===== config.mk =====
export PLATFORM = sky130hd
export DESIGN_NAME = virtio_mmio_block_register_file
export DESIGN_NICKNAME = d
export VERILOG_FILES = /design/src/sv/vmbrf_pkg.sv /design/src/sv/vmbrf_in_stage.sv /design/src/sv/vmbrf_core.sv /design/src/sv/vmbrf_out_stage.sv /design/src/sv/virtio_mmio_block_register_file.sv
export SDC_FILE = /design/constraint.sdc
export NUM_CORES = 1
export LEC_CHECK = 0
export BUFFER_PORTS_ARGS = -buffer_cell sky130_fd_sc_hd__buf_2
export CAP_MARGIN = 10
export CORE_MARGIN = 2
export CORE_UTILIZATION = 40
export CTS_BUF_LIST = sky130_fd_sc_hd__clkbuf_4
export DETAILED_ROUTE_END_ITERATION = 6
export GPL_TIMING_DRIVEN = 1
export PLACE_DENSITY_LB_ADDON = 0.05
export SLEW_MARGIN = 10
export SYNTH_ARGS = -nofsm -noshare
export SYNTH_HDL_FRONTEND = slang
export SYNTH_HIERARCHICAL = 1
export SYNTH_SLANG_ARGS = --single-unit
export TNS_END_PERCENT = 1

===== constraint.sdc =====
create_clock -name clk -period 7.2 [get_ports clk]
set_input_delay 0.72 -clock clk [delete_from_list [all_inputs] [get_ports clk]]
set_output_delay 0.72 -clock clk [all_outputs]
set_load 0.1 [all_outputs]

===== src/sv/vmbrf_pkg.sv =====
// Shared types, widths, register offsets and identity constants of the register file.
package vmbrf_pkg;

    localparam int unsigned ADDR_W      = 64;
    localparam int unsigned DATA_W      = 64;
    localparam int unsigned BYTES_W     = 4;
    localparam int unsigned IN_TDATA_W  = 136;
    localparam int unsigned OUT_TDATA_W = 64;
    localparam int unsigned OUT_TUSER_W = 2;

    // Identity words and queue limit
    localparam logic [31:0] MAGIC_WORD      = 32'h7472_6976;
    localparam logic [31:0] MMIO_VERSION    = 32'd2;
    localparam logic [31:0] BLOCK_DEVICE_ID = 32'd2;
    localparam logic [31:0] VENDOR_WORD     = 32'h554d_4551;
    localparam logic [31:0] QUEUE_MAX       = 32'd256;
    localparam logic [3:0]  CAP_READ_BYTES  = 4'd8;

    // Configuration register indexes
    localparam logic CFG_WINDOW_BASE = 1'b0;
    localparam logic CFG_CAPACITY    = 1'b1;

    // Access kinds
    localparam logic KIND_READ  = 1'b0;
    localparam logic KIND_WRITE = 1'b1;

    // Register offsets inside the window
    localparam logic [63:0] OFF_MAGIC        = 64'h000;
    localparam logic [63:0] OFF_VERSION      = 64'h004;
    localparam logic [63:0] OFF_DEVICE_ID    = 64'h008;
    localparam logic [63:0] OFF_VENDOR       = 64'h00c;
    localparam logic [63:0] OFF_DEV_FEAT     = 64'h010;
    localparam logic [63:0] OFF_DEV_FEAT_SEL = 64'h014;
    localparam logic [63:0] OFF_DRV_FEAT     = 64'h020;
    localparam logic [63:0] OFF_DRV_FEAT_SEL = 64'h024;
    localparam logic [63:0] OFF_QUEUE_SEL    = 64'h030;
    localparam logic [63:0] OFF_QUEUE_MAX    = 64'h034;
    localparam logic [63:0] OFF_QUEUE_NUM    = 64'h038;
    localparam logic [63:0] OFF_QUEUE_READY  = 64'h044;
    localparam logic [63:0] OFF_QUEUE_NOTIFY = 64'h050;
    localparam logic [63:0] OFF_IRQ_STATUS   = 64'h060;
    localparam logic [63:0] OFF_IRQ_ACK      = 64'h064;
    localparam logic [63:0] OFF_STATUS       = 64'h070;
    localparam logic [63:0] OFF_DESC_LOW     = 64'h080;
    localparam logic [63:0] OFF_DESC_HIGH    = 64'h084;
    localparam logic [63:0] OFF_AVAIL_LOW    = 64'h090;
    localparam logic [63:0] OFF_AVAIL_HIGH   = 64'h094;
    localparam logic [63:0] OFF_USED_LOW     = 64'h0a0;
    localparam logic [63:0] OFF_USED_HIGH    = 64'h0a4;
    localparam logic [63:0] OFF_CONFIG_GEN   = 64'h0fc;
    localparam logic [63:0] OFF_CONFIG       = 64'h100;

    typedef struct packed {
        logic        kind;
        logic [63:0] bus_address;
        logic [3:0]  access_bytes;
        logic [63:0] write_data;
    } item_t;

    typedef struct packed {
        logic [63:0] read_data;
        logic        queue_request;
        logic        irq_raise;
    } result_t;

endpackage


===== src/sv/vmbrf_in_stage.sv =====
// Input register that holds one accepted bus access for the decode stage.
module vmbrf_in_stage
(
    input  logic                                  clk,
    input  logic                                  rst_n,
    input  logic                                  s_tvalid,
    output logic                                  s_tready,
    input  logic [vmbrf_pkg::IN_TDATA_W-1:0]      s_tdata,
    input  logic                                  s_tuser,
    input  logic                                  advance,
    output vmbrf_pkg::item_t                      item,
    output logic                                  item_valid
);

    logic             valid_reg;
    logic             valid_next;
    vmbrf_pkg::item_t item_reg;
    logic             accept;

    assign s_tready = !valid_reg || advance;
    assign accept   = s_tvalid && s_tready;

    always_comb
    begin
        if (accept)
        begin
            valid_next = 1'b1;
        end
        else if (advance)
        begin
            valid_next = 1'b0;
        end
        else
        begin
            valid_next = valid_reg;
        end
    end

    always_ff @(posedge clk or negedge rst_n)
    begin
        if (!rst_n)
        begin
            valid_reg <= 1'b0;
        end
        else
        begin
            valid_reg <= valid_next;
        end
    end

    // tdata: bus_address [63:0], access_bytes [67:64], write_data [131:68]
    always_ff @(posedge clk)
    begin
        if (accept)
        begin
            item_reg.kind         <= s_tuser;
            item_reg.bus_address  <= s_tdata[63:0];
            item_reg.access_bytes <= s_tdata[67:64];
            item_reg.write_data   <= s_tdata[131:68];
        end
    end

    assign item       = item_reg;
    assign item_valid = valid_reg;

endmodule


===== src/sv/vmbrf_core.sv =====
// Address decode, register state and read mux of the device register window.
module vmbrf_core
(
    input  logic                clk,
    input  logic                rst_n,
    input  logic                fire,
    input  vmbrf_pkg::item_t    item,
    input  logic [63:0]         window_base,
    input  logic [63:0]         capacity_sectors,
    output vmbrf_pkg::result_t  result
);

    logic [31:0] status_word_reg,           status_word_next;
    logic [31:0] device_feature_select_reg, device_feature_select_next;
    logic [63:0] driver_feature_bits_reg,   driver_feature_bits_next;
    logic [31:0] driver_feature_select_reg, driver_feature_select_next;
    logic [31:0] queue_select_reg,          queue_select_next;
    logic [15:0] queue_entries_reg,         queue_entries_next;
    logic        queue_enabled_reg,         queue_enabled_next;
    logic [63:0] descriptor_area_reg,       descriptor_area_next;
    logic [63:0] available_area_reg,        available_area_next;
    logic [63:0] used_area_reg,             used_area_next;
    logic [31:0] irq_status_bits_reg,       irq_status_bits_next;

    logic [63:0] offset;
    logic [31:0] v32;
    logic        notify_ok;

    assign offset = item.bus_address - window_base;
    assign v32    = item.write_data[31:0];

    assign notify_ok = (v32 == 32'd0) && queue_enabled_reg
                    && (descriptor_area_reg != 64'd0) && (available_area_reg != 64'd0)
                    && (used_area_reg != 64'd0) && (queue_entries_reg != 16'd0);

    always_comb
    begin
        status_word_next           = status_word_reg;
        device_feature_select_next = device_feature_select_reg;
        driver_feature_bits_next   = driver_feature_bits_reg;
        driver_feature_select_next = driver_feature_select_reg;
        queue_select_next          = queue_select_reg;
        queue_entries_next         = queue_entries_reg;
        queue_enabled_next         = queue_enabled_reg;
        descriptor_area_next       = descriptor_area_reg;
        available_area_next        = available_area_reg;
        used_area_next             = used_area_reg;
        irq_status_bits_next       = irq_status_bits_reg;
        result.read_data           = 64'd0;
        result.queue_request       = 1'b0;
        result.irq_raise           = 1'b0;

        if (item.kind == vmbrf_pkg::KIND_READ)
        begin
            case (offset)
                vmbrf_pkg::OFF_MAGIC:        result.read_data = {32'd0, vmbrf_pkg::MAGIC_WORD};
                vmbrf_pkg::OFF_VERSION:      result.read_data = {32'd0, vmbrf_pkg::MMIO_VERSION};
                vmbrf_pkg::OFF_DEVICE_ID:
                    result.read_data = {32'd0, vmbrf_pkg::BLOCK_DEVICE_ID};
                vmbrf_pkg::OFF_VENDOR:       result.read_data = {32'd0, vmbrf_pkg::VENDOR_WORD};
                vmbrf_pkg::OFF_DEV_FEAT_SEL: result.read_data = {32'd0, device_feature_select_reg};
                vmbrf_pkg::OFF_DRV_FEAT:
                    result.read_data = {32'd0, driver_feature_bits_reg[31:0]};
                vmbrf_pkg::OFF_DRV_FEAT_SEL: result.read_data = {32'd0, driver_feature_select_reg};
                vmbrf_pkg::OFF_QUEUE_SEL:    result.read_data = {32'd0, queue_select_reg};
                vmbrf_pkg::OFF_QUEUE_MAX:    result.read_data = {32'd0, vmbrf_pkg::QUEUE_MAX};
                vmbrf_pkg::OFF_QUEUE_NUM:    result.read_data = {48'd0, queue_entries_reg};
                vmbrf_pkg::OFF_QUEUE_READY:  result.read_data = {63'd0, queue_enabled_reg};
                vmbrf_pkg::OFF_IRQ_STATUS:   result.read_data = {32'd0, irq_status_bits_reg};
                vmbrf_pkg::OFF_STATUS:       result.read_data = {32'd0, status_word_reg};
                vmbrf_pkg::OFF_CONFIG:
                begin
                    // Capacity comes back only on a full 8-byte read
                    if (item.access_bytes == vmbrf_pkg::CAP_READ_BYTES)
                    begin
                        result.read_data = capacity_sectors;
                    end
                end
                default:                     result.read_data = 64'd0;
            endcase
        end
        else
        begin
            case (offset)
                vmbrf_pkg::OFF_DEV_FEAT_SEL: device_feature_select_next = v32;
                vmbrf_pkg::OFF_DRV_FEAT:
                begin
                    if (driver_feature_select_reg == 32'd0)
                    begin
                        driver_feature_bits_next[31:0] = v32;
                    end
                    else
                    begin
                        driver_feature_bits_next[63:32] = v32;
                    end
                end
                vmbrf_pkg::OFF_DRV_FEAT_SEL: driver_feature_select_next = v32;
                vmbrf_pkg::OFF_QUEUE_SEL:    queue_select_next = v32;
                vmbrf_pkg::OFF_QUEUE_NUM:    queue_entries_next = item.write_data[15:0];
                vmbrf_pkg::OFF_QUEUE_READY:  queue_enabled_next = item.write_data[0];
                vmbrf_pkg::OFF_DESC_LOW:     descriptor_area_next[31:0] = v32;
                vmbrf_pkg::OFF_DESC_HIGH:    descriptor_area_next[63:32] = v32;
                vmbrf_pkg::OFF_AVAIL_LOW:    available_area_next[31:0] = v32;
                vmbrf_pkg::OFF_AVAIL_HIGH:   available_area_next[63:32] = v32;
                vmbrf_pkg::OFF_USED_LOW:     used_area_next[31:0] = v32;
                vmbrf_pkg::OFF_USED_HIGH:    used_area_next[63:32] = v32;
                vmbrf_pkg::OFF_QUEUE_NOTIFY:
                begin
                    if (notify_ok)
                    begin
                        result.queue_request    = 1'b1;
                        result.irq_raise        = 1'b1;
                        irq_status_bits_next[0] = 1'b1;
                    end
                end
                vmbrf_pkg::OFF_IRQ_ACK:      irq_status_bits_next = irq_status_bits_reg & ~v32;
                vmbrf_pkg::OFF_STATUS:
                begin
                    status_word_next = v32;
                    // Writing zero resets the queue and drops pending interrupts
                    if (v32 == 32'd0)
                    begin
                        queue_select_next    = 32'd0;
                        queue_entries_next   = 16'd0;
                        queue_enabled_next   = 1'b0;
                        descriptor_area_next = 64'd0;
                        available_area_next  = 64'd0;
                        used_area_next       = 64'd0;
                        irq_status_bits_next = 32'd0;
                    end
                end
                default:
                begin
                    status_word_next = status_word_reg;
                end
            endcase
        end
    end

    always_ff @(posedge clk or negedge rst_n)
    begin
        if (!rst_n)
        begin
            status_word_reg           <= 32'd0;
            device_feature_select_reg <= 32'd0;
            driver_feature_bits_reg   <= 64'd0;
            driver_feature_select_reg <= 32'd0;
            queue_select_reg          <= 32'd0;
            queue_entries_reg         <= 16'd0;
            queue_enabled_reg         <= 1'b0;
            descriptor_area_reg       <= 64'd0;
            available_area_reg        <= 64'd0;
            used_area_reg             <= 64'd0;
            irq_status_bits_reg       <= 32'd0;
        end
        else if (fire)
        begin
            status_word_reg           <= status_word_next;
            device_feature_select_reg <= device_feature_select_next;
            driver_feature_bits_reg   <= driver_feature_bits_next;
            driver_feature_select_reg <= driver_feature_select_next;
            queue_select_reg          <= queue_select_next;
            queue_entries_reg         <= queue_entries_next;
            queue_enabled_reg         <= queue_enabled_next;
            descriptor_area_reg       <= descriptor_area_next;
            available_area_reg        <= available_area_next;
            used_area_reg             <= used_area_next;
            irq_status_bits_reg       <= irq_status_bits_next;
        end
    end

endmodule


===== src/sv/vmbrf_out_stage.sv =====
// Result register that holds one response until the downstream side takes it.
module vmbrf_out_stage
(
    input  logic                                   clk,
    input  logic                                   rst_n,
    input  logic                                   load,
    input  vmbrf_pkg::result_t                     result,
    output logic                                   m_tvalid,
    input  logic                                   m_tready,
    output logic [vmbrf_pkg::OUT_TDATA_W-1:0]      m_tdata,
    output logic [vmbrf_pkg::OUT_TUSER_W-1:0]      m_tuser
);

    logic               valid_reg;
    logic               valid_next;
    vmbrf_pkg::result_t result_reg;

    always_comb
    begin
        if (load)
        begin
            valid_next = 1'b1;
        end
        else if (m_tready)
        begin
            valid_next = 1'b0;
        end
        else
        begin
            valid_next = valid_reg;
        end
    end

    always_ff @(posedge clk or negedge rst_n)
    begin
        if (!rst_n)
        begin
            valid_reg <= 1'b0;
        end
        else
        begin
            valid_reg <= valid_next;
        end
    end

    always_ff @(posedge clk)
    begin
        if (load)
        begin
            result_reg <= result;
        end
    end

    assign m_tvalid = valid_reg;
    assign m_tdata  = result_reg.read_data;
    assign m_tuser  = {result_reg.irq_raise, result_reg.queue_request};

endmodule


===== src/sv/virtio_mmio_block_register_file.sv =====
// Register window of a version 2 memory-mapped virtio block device.
//
// Usage:
//   s_* carries bus accesses: s_tuser is the kind (0 read, 1 write), s_tdata
//   packs bus_address, access_bytes and write_data. m_* returns one response
//   per access: m_tdata is read_data, m_tuser holds queue_request and
//   irq_raise. The cfg_* channel writes window_base (index 0) and
//   capacity_sectors (index 1); it is always ready. It must be written only
//   while no access is in flight; the block itself does not enforce this.
//
// An accepted access is captured in the input register; when the result
// register is free or draining, the access is decoded, updates the state and
// loads the result register. The block takes one access per cycle while the
// receiver keeps m_tready high; each access reads the state left by the one
// before it. When the receiver stalls, the response holds and one more access
// waits in the input register before s_tready drops. Reset clears all device
// registers and both configuration words to zero and empties both stages.
module virtio_mmio_block_register_file
(
    input  logic                                  clk,
    input  logic                                  rst_n,
    input  logic                                  s_tvalid,
    output logic                                  s_tready,
    // bus_address [63:0], access_bytes [67:64], write_data [131:68], zero pad
    input  logic [vmbrf_pkg::IN_TDATA_W-1:0]      s_tdata,
    // kind [0]
    input  logic                                  s_tuser,
    output logic                                  m_tvalid,
    input  logic                                  m_tready,
    // read_data [63:0]
    output logic [vmbrf_pkg::OUT_TDATA_W-1:0]     m_tdata,
    // queue_request [0], irq_raise [1]
    output logic [vmbrf_pkg::OUT_TUSER_W-1:0]     m_tuser,
    input  logic                                  cfg_valid,
    output logic                                  cfg_ready,
    input  logic                                  cfg_index,
    input  logic [63:0]                           cfg_data
);

    logic [63:0]        window_base_reg;
    logic [63:0]        capacity_sectors_reg;
    vmbrf_pkg::item_t   item;
    logic               item_valid;
    logic               advance;
    vmbrf_pkg::result_t result;

    assign cfg_ready = 1'b1;

    always_ff @(posedge clk or negedge rst_n)
    begin
        if (!rst_n)
        begin
            window_base_reg      <= 64'd0;
            capacity_sectors_reg <= 64'd0;
        end
        else if (cfg_valid && cfg_ready)
        begin
            if (cfg_index == vmbrf_pkg::CFG_WINDOW_BASE)
            begin
                window_base_reg <= cfg_data;
            end
            if (cfg_index == vmbrf_pkg::CFG_CAPACITY)
            begin
                capacity_sectors_reg <= cfg_data;
            end
        end
    end

    // Advance the held access whenever the result register is free or draining
    assign advance = item_valid && (!m_tvalid || m_tready);

    vmbrf_in_stage u_in_stage
    (
        .clk        (clk),
        .rst_n      (rst_n),
        .s_tvalid   (s_tvalid),
        .s_tready   (s_tready),
        .s_tdata    (s_tdata),
        .s_tuser    (s_tuser),
        .advance    (advance),
        .item       (item),
        .item_valid (item_valid)
    );

    vmbrf_core u_core
    (
        .clk              (clk),
        .rst_n            (rst_n),
        .fire             (advance),
        .item             (item),
        .window_base      (window_base_reg),
        .capacity_sectors (capacity_sectors_reg),
        .result           (result)
    );

    vmbrf_out_stage u_out_stage
    (
        .clk      (clk),
        .rst_n    (rst_n),
        .load     (advance),
        .result   (result),
        .m_tvalid (m_tvalid),
        .m_tready (m_tready),
        .m_tdata  (m_tdata),
        .m_tuser  (m_tuser)
    );

endmodule

==> report_table.html, run 1 <==
<table>
<tr><th>Metric</th><th>Value</th></tr>
<tr><th colspan="2">Setup path</th></tr>
<tr><td>Req. time, crit path</td><td>a little over 8 ns</td></tr>
<tr><td>Crit. End Element</td><td>register</td></tr>
<tr><td>Reg-to-reg startpoint</td><td>window_base_reg[28]</td></tr>
<tr><td>Arrival @ worst endpoint</td><td>between 6 and 7 ns</td></tr>
<tr><td>Worst setup path category</td><td>register to register</td></tr>
<tr><td>Critical path origin</td><td>window_base_reg[28]</td></tr>
<tr><td>Startpoint kind of the worst setup timing path</td><td>register</td></tr>
<tr><td>Crit Path Max Fanout</td><td>32</td></tr>
<tr><th colspan="2">Clocking</th></tr>
<tr><td>Cell at the root of the clock tree</td><td>sky130_fd_sc_hd__clkbuf_4</td></tr>
<tr><td>Buffer levels on the longest clock path</td><td>3</td></tr>
<tr><td>Number of instances resized during post-cts repair</td><td>0</td></tr>
<tr><td>Number of buffers inserted during clock tree synthesis</td><td>roughly 190</td></tr>
<tr><td>Clock slew at the register clock pins of the worst setup and hold paths</td><td>0.07 ns</td></tr>
<tr><td>Clock tree from TritonCTS</td><td>yes</td></tr>
<tr><td>Clk_lat worst skew</td><td>about 1.1 ns</td></tr>
<tr><td>Number of clock sinks</td><td>about 700</td></tr>
<tr><td>Number of H-tree levels</td><td>4</td></tr>
<tr><td>Number of setup buffers added after CTS</td><td>0</td></tr>
<tr><th colspan="2">Synthesis</th></tr>
<tr><td>Syn Inst Count</td><td>3264</td></tr>
<tr><td>Synthesized Nets</td><td>between 3000 and 4000</td></tr>
<tr><td>Post-Synthesis Cell Area</td><td>0.0353 sq mm</td></tr>
<tr><td>Number of warnings printed during yosys synthesis</td><td>6</td></tr>
<tr><td>Average cell area after synthesis</td><td>between 10 and 15 sq um</td></tr>
<tr><th colspan="2">Power and ir drop</th></tr>
<tr><td>Highest ir drop seen on vdd</td><td>0.000149 V</td></tr>
<tr><td>P per Cell Area</td><td>roughly 250 mW/mm^2</td></tr>
<tr><td>Total power consumption of the routed design</td><td>approximately 10 mW</td></tr>
<tr><td>Leakage power total</td><td>around 18 nW</td></tr>
<tr><th colspan="2">Die</th></tr>
<tr><td>Die height</td><td>approximately 300 um</td></tr>
<tr><td>Die Width</td><td>roughly 300 um</td></tr>
<tr><td>Overall die area</td><td>~0.09 sq mm</td></tr>
<tr><td>Num ports</td><td>approximately 280</td></tr>
<tr><td>Effective utilization at floorplan</td><td>40.5%</td></tr>
<tr><td>Floorplan core area</td><td>0.0870 sq mm</td></tr>
<tr><td>Number of placement rows</td><td>about 110</td></tr>
<tr><th colspan="2">Detailed routing</th></tr>
<tr><td>Initial drt markers</td><td>~2500</td></tr>
<tr><td>Post-detailed-route via-to-cell ratio</td><td>between 5 and 6</td></tr>
<tr><td>Drt total wl</td><td>approximately 130000 um</td></tr>
<tr><td>Pre-Repair DR Iteration Count</td><td>7</td></tr>
<tr><td>WL per Instance</td><td>~27 um</td></tr>
<tr><td>Post-detailed-route count of antenna-violating nets</td><td>0</td></tr>
<tr><td>Remaining DRCs</td><td>2</td></tr>
<tr><td>Number of vias after detailed routing</td><td>approximately 30000</td></tr>
<tr><th colspan="2">Finish</th></tr>
<tr><td>Cell area after layout</td><td>a little over 0.04 sq mm</td></tr>
<tr><td>Area Growth Syn to Fin</td><td>18.0%</td></tr>
<tr><td>Nets@finish</td><td>roughly 4000</td></tr>
<tr><td>Share of final-layout standard cells stronger than drive strength 1</td><td>around 24%</td></tr>
<tr><td>Flip-flop count of the largest register after layout</td><td>101</td></tr>
<tr><th colspan="2">STA</th></tr>
<tr><td>Final worst-path cycle share</td><td>about four fifths</td></tr>
<tr><td>Min Clock Period, post-route</td><td>about 6 ns</td></tr>
<tr><td>Count of endpoints failing hold in the final timing report</td><td>0</td></tr>
<tr><td>Number of endpoints failing setup at the final stage</td><td>0</td></tr>
<tr><td>Post-Route Skew</td><td>about 0.10 ns</td></tr>
<tr><td>Maximum operating frequency</td><td>around 0.17 GHz</td></tr>
<tr><td>Setup repair after global routing missed its margin</td><td>false</td></tr>
<tr><td>Slew at the pin with the worst max-slew slack</td><td>roughly 1.3 ns</td></tr>
<tr><td>Slew Viols, Final</td><td>0</td></tr>
<tr><td>Setup TNS</td><td>0 ns</td></tr>
<tr><td>Relative slew slack</td><td>14.9%</td></tr>
<tr><td>Worst Hold Margin</td><td>slightly below 0.2 ns</td></tr>
<tr><th colspan="2">Global routing</th></tr>
<tr><td>Number of global-route vias before repair</td><td>30400</td></tr>
<tr><td>Remaining global-route overflow</td><td>0</td></tr>
<tr><td>Initial antenna violation count</td><td>4</td></tr>
<tr><td>Largest net degree at the start of global routing</td><td>between 150 and 200</td></tr>
<tr><td>Global Route Usage Sum</td><td>between 20% and 30%</td></tr>
<tr><td>Wire length of the first global-routing pass</td><td>197000 um</td></tr>
<tr><th colspan="2">Placement</th></tr>
<tr><td>Port Buffer Count</td><td>roughly 240</td></tr>
<tr><td>Cell Area, Placed</td><td>~0.037 sq mm</td></tr>
<tr><td>Routability-driven placement congestion ratio</td><td>a little over 0.9</td></tr>
<tr><td>Post-detailed-placement half-perimeter wirelength</td><td>about 92000 um</td></tr>
<tr><th colspan="2">Run</th></tr>
<tr><td>Max-cap violations</td><td>0</td></tr>
<tr><th colspan="2">Status</th></tr>
<tr><td>Violations in the final reports</td><td>DRC</td></tr>
<tr><td>Result of the run</td><td>complete, but fails checks</td></tr>
<tr><th colspan="2">Worst hold path</th></tr>
<tr><td>Hold WC Path Type</td><td>primary input to async pin</td></tr>
</table>
## through the flow
stage          util (%)  cells  setup WS, ns
2_1_floorplan         -   3264          1.00
3_3_place_gp       43.0   4468          1.55
3_5_place_dp       43.0   4468          1.50
4_1_cts            47.8   4981          1.50
5_1_grt            47.8   4985          1.18
6_report           47.8   4985          1.35
## final cells by class
type	instances	area, sq um
clock buffer	290	2180
clock inverter	55	325
antenna	4	10.0
tap	1155	1450
inverter	214	803
sequential	698	18300
multi-input combinational	2098	15100
fill	8173	45400
timing repair buffer	471	3450
## report_power, final
group | total (mW) | switching, mW | internal, mW
Combinational | 2.40 | 1.69 | 0.717
Sequential | 4.43 | 0.151 | 4.27
Clock | 3.67 | 1.75 | 1.92
Total | 10.5 | 3.59 | 6.91
## metal layers
metal,up-vias,share of wire [%],global-route usage [%]
li1,13300,-,-
met1,15100,42,37.5
met2,1192,48,47.9
met3,268,5.8,5.43
met4,0,4.5,13.8
met5,-,0,0
## worst paths after layout
check,to,slack [ns],cells after the start
max,u_core/device_feature_select_reg[14],1.35,14
min,capacity_sectors_reg[35],0.20,2
max reg2reg,u_core/device_feature_select_reg[14],1.35,14
min reg2reg,capacity_sectors_reg[44],0.50,1
max in group asynchronous,capacity_sectors_reg[6],5.59,3
min in group clk,window_base_reg[30],0.27,3
## timing repair
item	4_1_cts	5_1_grt
endpoints found under the setup margin	0	0
hold buffers	168	0
hold endpoints to repair	277	0
## critical path: stages, from the launching register on
cell and delay [ns]:
sky130_fd_sc_hd__dfrtp_1 0.43, sky130_fd_sc_hd__inv_1 0.13, sky130_fd_sc_hd__ha_1 0.46, sky130_fd_sc_hd__a21o_1 0.26, sky130_fd_sc_hd__a31oi_1 0.57, sky130_fd_sc_hd__o21a_1 0.29
sky130_fd_sc_hd__a31oi_1 0.12, sky130_fd_sc_hd__or4_1 0.40, sky130_fd_sc_hd__o211ai_1 0.16, sky130_fd_sc_hd__o311ai_0 0.27, sky130_fd_sc_hd__a2111oi_2 0.69, sky130_fd_sc_hd__nand3_1 0.39
sky130_fd_sc_hd__or4_2 0.68, sky130_fd_sc_hd__buf_4 0.40, sky130_fd_sc_hd__mux2_4 0.42
## cell usage in the layout (no fill, tap or decap), types with 98 or more instances in the layout
master and instances:
sky130_fd_sc_hd__clkbuf_4 290, sky130_fd_sc_hd__nor2_1 98, sky130_fd_sc_hd__nand2_1 169, sky130_fd_sc_hd__mux2_2 164, sky130_fd_sc_hd__buf_2 237, sky130_fd_sc_hd__a21oi_1 108, sky130_fd_sc_hd__nand4_1 176, sky130_fd_sc_hd__nor4_1 116
sky130_fd_sc_hd__o21ai_0 309, sky130_fd_sc_hd__dfrtp_1 531, sky130_fd_sc_hd__inv_1 214, sky130_fd_sc_hd__o31ai_1 151, sky130_fd_sc_hd__edfxtp_1 167, sky130_fd_sc_hd__dlygate4sd3_1 168
Note: power is estimated with default switching activity, not from simulation.
==> run 2, diff against run 1 <==
- clock period: 7.2 -> 5.3 ns (I/O delays scaled with it)
==> run 2 against run 1 <==
- the flow still finishes with violations (DRC)
- hold slack got worse by 0.096 ns
- power rose by 39%
- setup slack got worse by 1.2 ns
- wire length rose by 1.1%
- final area rose by 3.4%
- cell count rose by 3.0%
- sequential power rose by 36%
- clock power rose by 39%
- sequential cell count did not move
- highest routed layer unchanged
==> report_table.html, run 2 (synthesis results as in run 1) <==
<table>
<tr><th>Metric</th><th>Value</th></tr>
<tr><th colspan="2">Global routing</th></tr>
<tr><td>Initial antenna violation count</td><td>5 (+1)</td></tr>
<tr><td>Number of global-route vias before repair</td><td>30900 (+1.6%)</td></tr>
<tr><td>Global Route Usage Sum</td><td>29.8% (+0.51 points)</td></tr>
<tr><td>Largest net degree at the start of global routing</td><td>140 (-21%)</td></tr>
<tr><td>Wire length of the first global-routing pass</td><td>201000 um (+2.0%)</td></tr>
<tr><td>Remaining global-route overflow</td><td>0 (unchanged)</td></tr>
<tr><th colspan="2">Detailed routing</th></tr>
<tr><td>Initial drt markers</td><td>2866 (+15%)</td></tr>
<tr><td>WL per Instance</td><td>26.3 um (-1.9%)</td></tr>
<tr><td>Remaining DRCs</td><td>5 (+3)</td></tr>
<tr><td>Pre-Repair DR Iteration Count</td><td>7 (unchanged)</td></tr>
<tr><td>Drt total wl</td><td>135000 um (+1.1%)</td></tr>
<tr><td>Number of vias after detailed routing</td><td>30200 (+1.4%)</td></tr>
<tr><td>Post-detailed-route via-to-cell ratio</td><td>5.89 (-1.6%)</td></tr>
<tr><td>Post-detailed-route count of antenna-violating nets</td><td>0 (unchanged)</td></tr>
<tr><th colspan="2">Setup path</th></tr>
<tr><td>Crit Path Max Fanout</td><td>32 (unchanged)</td></tr>
<tr><td>Reg-to-reg startpoint</td><td>u_in_stage/item[98]</td></tr>
<tr><td>Crit. End Element</td><td>register</td></tr>
<tr><td>Worst setup path category</td><td>register to register</td></tr>
<tr><td>Arrival @ worst endpoint</td><td>6.15 ns (-0.64 ns)</td></tr>
<tr><td>Req. time, crit path</td><td>6.28 ns (-1.87 ns)</td></tr>
<tr><td>Reg-to-reg slack, setup</td><td>0.12 ns (-1.23 ns)</td></tr>
<tr><td>Endpoint of the worst-slack reg-to-reg timing path</td><td>u_core/device_feature_select_reg[12]</td></tr>
<tr><td>Worst reg2reg path depth</td><td>14 (unchanged)</td></tr>
<tr><td>Startpoint kind of the worst setup timing path</td><td>register</td></tr>
<tr><th colspan="2">Clocking</th></tr>
<tr><td>Cell at the root of the clock tree</td><td>sky130_fd_sc_hd__clkbuf_4</td></tr>
<tr><td>Clk_lat worst skew</td><td>1.14 ns (+0.04 ns)</td></tr>
<tr><td>Number of H-tree levels</td><td>4 (unchanged)</td></tr>
<tr><td>Number of buffers inserted during clock tree synthesis</td><td>192 (+0.52%)</td></tr>
<tr><td>Buffer levels on the longest clock path</td><td>3 (unchanged)</td></tr>
<tr><td>Clock tree from TritonCTS</td><td>yes</td></tr>
<tr><td>Number of setup buffers added after CTS</td><td>0 (unchanged)</td></tr>
<tr><td>Clock slew at the register clock pins of the worst setup and hold paths</td><td>0.07 ns (about the same)</td></tr>
<tr><td>Number of clock sinks</td><td>698 (unchanged)</td></tr>
<tr><th colspan="2">Die</th></tr>
<tr><td>Number of placement rows</td><td>108 (unchanged)</td></tr>
<tr><td>Num ports</td><td>276 (unchanged)</td></tr>
<tr><td>Floorplan core area</td><td>0.0870 sq mm (unchanged)</td></tr>
<tr><td>Effective utilization at floorplan</td><td>40.5% (unchanged)</td></tr>
<tr><td>Die Width</td><td>301 um (unchanged)</td></tr>
<tr><td>Overall die area</td><td>0.0906 sq mm (unchanged)</td></tr>
<tr><td>Die height</td><td>301 um (unchanged)</td></tr>
<tr><th colspan="2">STA</th></tr>
<tr><td>Final worst-path cycle share</td><td>97.7% (+16 points)</td></tr>
<tr><td>Number of endpoints failing setup at the final stage</td><td>0 (unchanged)</td></tr>
<tr><td>Count of endpoints failing hold in the final timing report</td><td>0 (unchanged)</td></tr>
<tr><td>Relative slew slack</td><td>28.3% (+13 points)</td></tr>
<tr><td>Post-Route Skew</td><td>0.106 ns (+0.00210 ns)</td></tr>
<tr><td>Maximum operating frequency</td><td>0.193 GHz (+13%)</td></tr>
<tr><td>Setup repair after global routing missed its margin</td><td>false</td></tr>
<tr><td>Setup TNS</td><td>0 ns (unchanged)</td></tr>
<tr><td>Slew Viols, Final</td><td>0 (unchanged)</td></tr>
<tr><td>Slew at the pin with the worst max-slew slack</td><td>1.07 ns (-0.205 ns)</td></tr>
<tr><td>Min Clock Period, post-route</td><td>5.18 ns (-0.670 ns)</td></tr>
<tr><th colspan="2">Finish</th></tr>
<tr><td>Final core utilization</td><td>49.4% (+1.6 points)</td></tr>
<tr><td>Highest-count cells in the layout ignoring fill and taps</td><td>531 x sky130_fd_sc_hd__dfrtp_1, 307 x sky130_fd_sc_hd__o21ai_0, 305 x sky130_fd_sc_hd__clkbuf_4</td></tr>
<tr><td>Nets@finish</td><td>4073 (+3.3%)</td></tr>
<tr><td>Area Growth Syn to Fin</td><td>22.0%</td></tr>
<tr><td>Most common cell after layout, fill and taps aside</td><td>sky130_fd_sc_hd__dfrtp_1</td></tr>
<tr><td>Share of final-layout standard cells stronger than drive strength 1</td><td>26.7% (+2.5 points)</td></tr>
<tr><td>Flip-flop count of the largest register after layout</td><td>101 (unchanged)</td></tr>
<tr><th colspan="2">Placement</th></tr>
<tr><td>Post-detailed-placement half-perimeter wirelength</td><td>95000 um (+3.8%)</td></tr>
<tr><td>Routability-driven placement congestion ratio</td><td>0.989 (+6.0%)</td></tr>
<tr><td>Port Buffer Count</td><td>238 (unchanged)</td></tr>
<tr><th colspan="2">Worst hold path</th></tr>
<tr><td>Hold WC Path Type</td><td>primary input to register</td></tr>
<tr><td>Terminating pin of the worst hold path</td><td>window_base_reg[62]</td></tr>
<tr><td>Launch point of the worst hold path</td><td>cfg_index</td></tr>
<tr><td>WHS Path Cells</td><td>4</td></tr>
<tr><th colspan="2">Run</th></tr>
<tr><td>Max-cap violations</td><td>0 (unchanged)</td></tr>
<tr><th colspan="2">Power and ir drop</th></tr>
<tr><td>Highest ir drop seen on vdd</td><td>0.000212 V (+42%)</td></tr>
<tr><td>Leakage power total</td><td>18.8 nW (+4.4%)</td></tr>
<tr><td>P per Cell Area</td><td>340 mW/mm^2 (+35%)</td></tr>
<tr><th colspan="2">Status</th></tr>
<tr><td>Result of the run</td><td>complete, but fails checks</td></tr>
<tr><td>Violations in the final reports</td><td>DRC</td></tr>
</table>
## run 2: cell types whose count changed in the layout (fill, tap and decap cells not counted), sizes merged
cell,previous run,this run
buf,303,423
clkbuf,290,305
dlygate4sd3,168,176
diode,4,9
inv,218,223
bufinv,2,0
clkinv,48,49
clkinvlp,1,0
## run 2: cell type report
cell class	count	area (sq um)
fillers	8128	44000
flip-flops and latches	698	18300
multi-input cells	2098	15100
repair buffers	599	4760
clock buffers	305	2290
well taps	1155	1450
inverters	214	803
clock inverters	58	303
diodes	9	22.5
## run 2: worst max path at each step
stage | endpoint | from | cells after the start | slack, ns
5_1_grt | u_core/device_feature_select_reg[28] | window_base_reg[42] | 16 | 0.03
6_report | u_core/device_feature_select_reg[12] | u_in_stage/item[98] | 14 | 0.12
4_1_cts | u_core/device_feature_select_reg[22] | window_base_reg[44] | 15 | 0.23
3_3_place_gp | u_out_stage/m_tdata[24] | u_in_stage/item[82] | 15 | 0.18
2_1_floorplan | u_in_stage/item[0] | u_out_stage/m_tvalid | 3 | 0.50
3_5_place_dp | u_core/device_feature_select_reg[6] | u_in_stage/item[81] | 13 | 0.19
## run 2: timing repair
action,in CTS,in global routing
endpoints found under the setup margin,0,42
hold buffers,177,0
hold endpoints to repair,523,0
resized for setup,0,5
## run 2: routing by layer
| metal | vias up | GRT usage (%) | share of wire [%] |
|---|---|---|---|
| met2 | 1168 | 49.8 | 49 |
| met1 | 15200 | 38.1 | 42 |
| met5 | - | 0 | 0 |
| li1 | 13600 | - | - |
| met4 | 0 | 13.0 | 4.2 |
| met3 | 268 | 4.92 | 5.7 |
## run 2: metrics by stage
step                std cells  setup slack, ns  instance area [sq um]  total power [mW]  hold slack [ns]
finish                   5136            0.122                  43000              14.6           0.0996
detailed placement       4587            0.192                  38600              9.47            0.478
floorplan                3264            0.504                  35300              8.11            0.234
CTS                      5127            0.227                  43000              14.8          0.00225
global route             5134           0.0298                  43000              15.3           0.0226
global placement         4587            0.182                  38600              9.46            0.476
## run 2: power breakdown
group	internal [mW]	switching (mW)
registers	5.81	0.218
logic	1.14	2.35
clock network	2.64	2.46
total	9.59	5.03
## run 2: worst max-delay path: stages, from the launching register on
cell and delay [ns]:
sky130_fd_sc_hd__edfxtp_1 0.41, sky130_fd_sc_hd__ha_1 0.37, sky130_fd_sc_hd__buf_4 0.20, sky130_fd_sc_hd__a21o_1 0.19
sky130_fd_sc_hd__a31oi_1 0.58, sky130_fd_sc_hd__o21a_1 0.29, sky130_fd_sc_hd__o21ai_0 0.15, sky130_fd_sc_hd__a211oi_1 0.49
sky130_fd_sc_hd__xnor2_1 0.19, sky130_fd_sc_hd__a2111oi_2 0.23, sky130_fd_sc_hd__nand4_1 0.15, sky130_fd_sc_hd__or3_1 0.42
sky130_fd_sc_hd__or4_2 0.74, sky130_fd_sc_hd__buf_12 0.22, sky130_fd_sc_hd__mux2_4 0.35
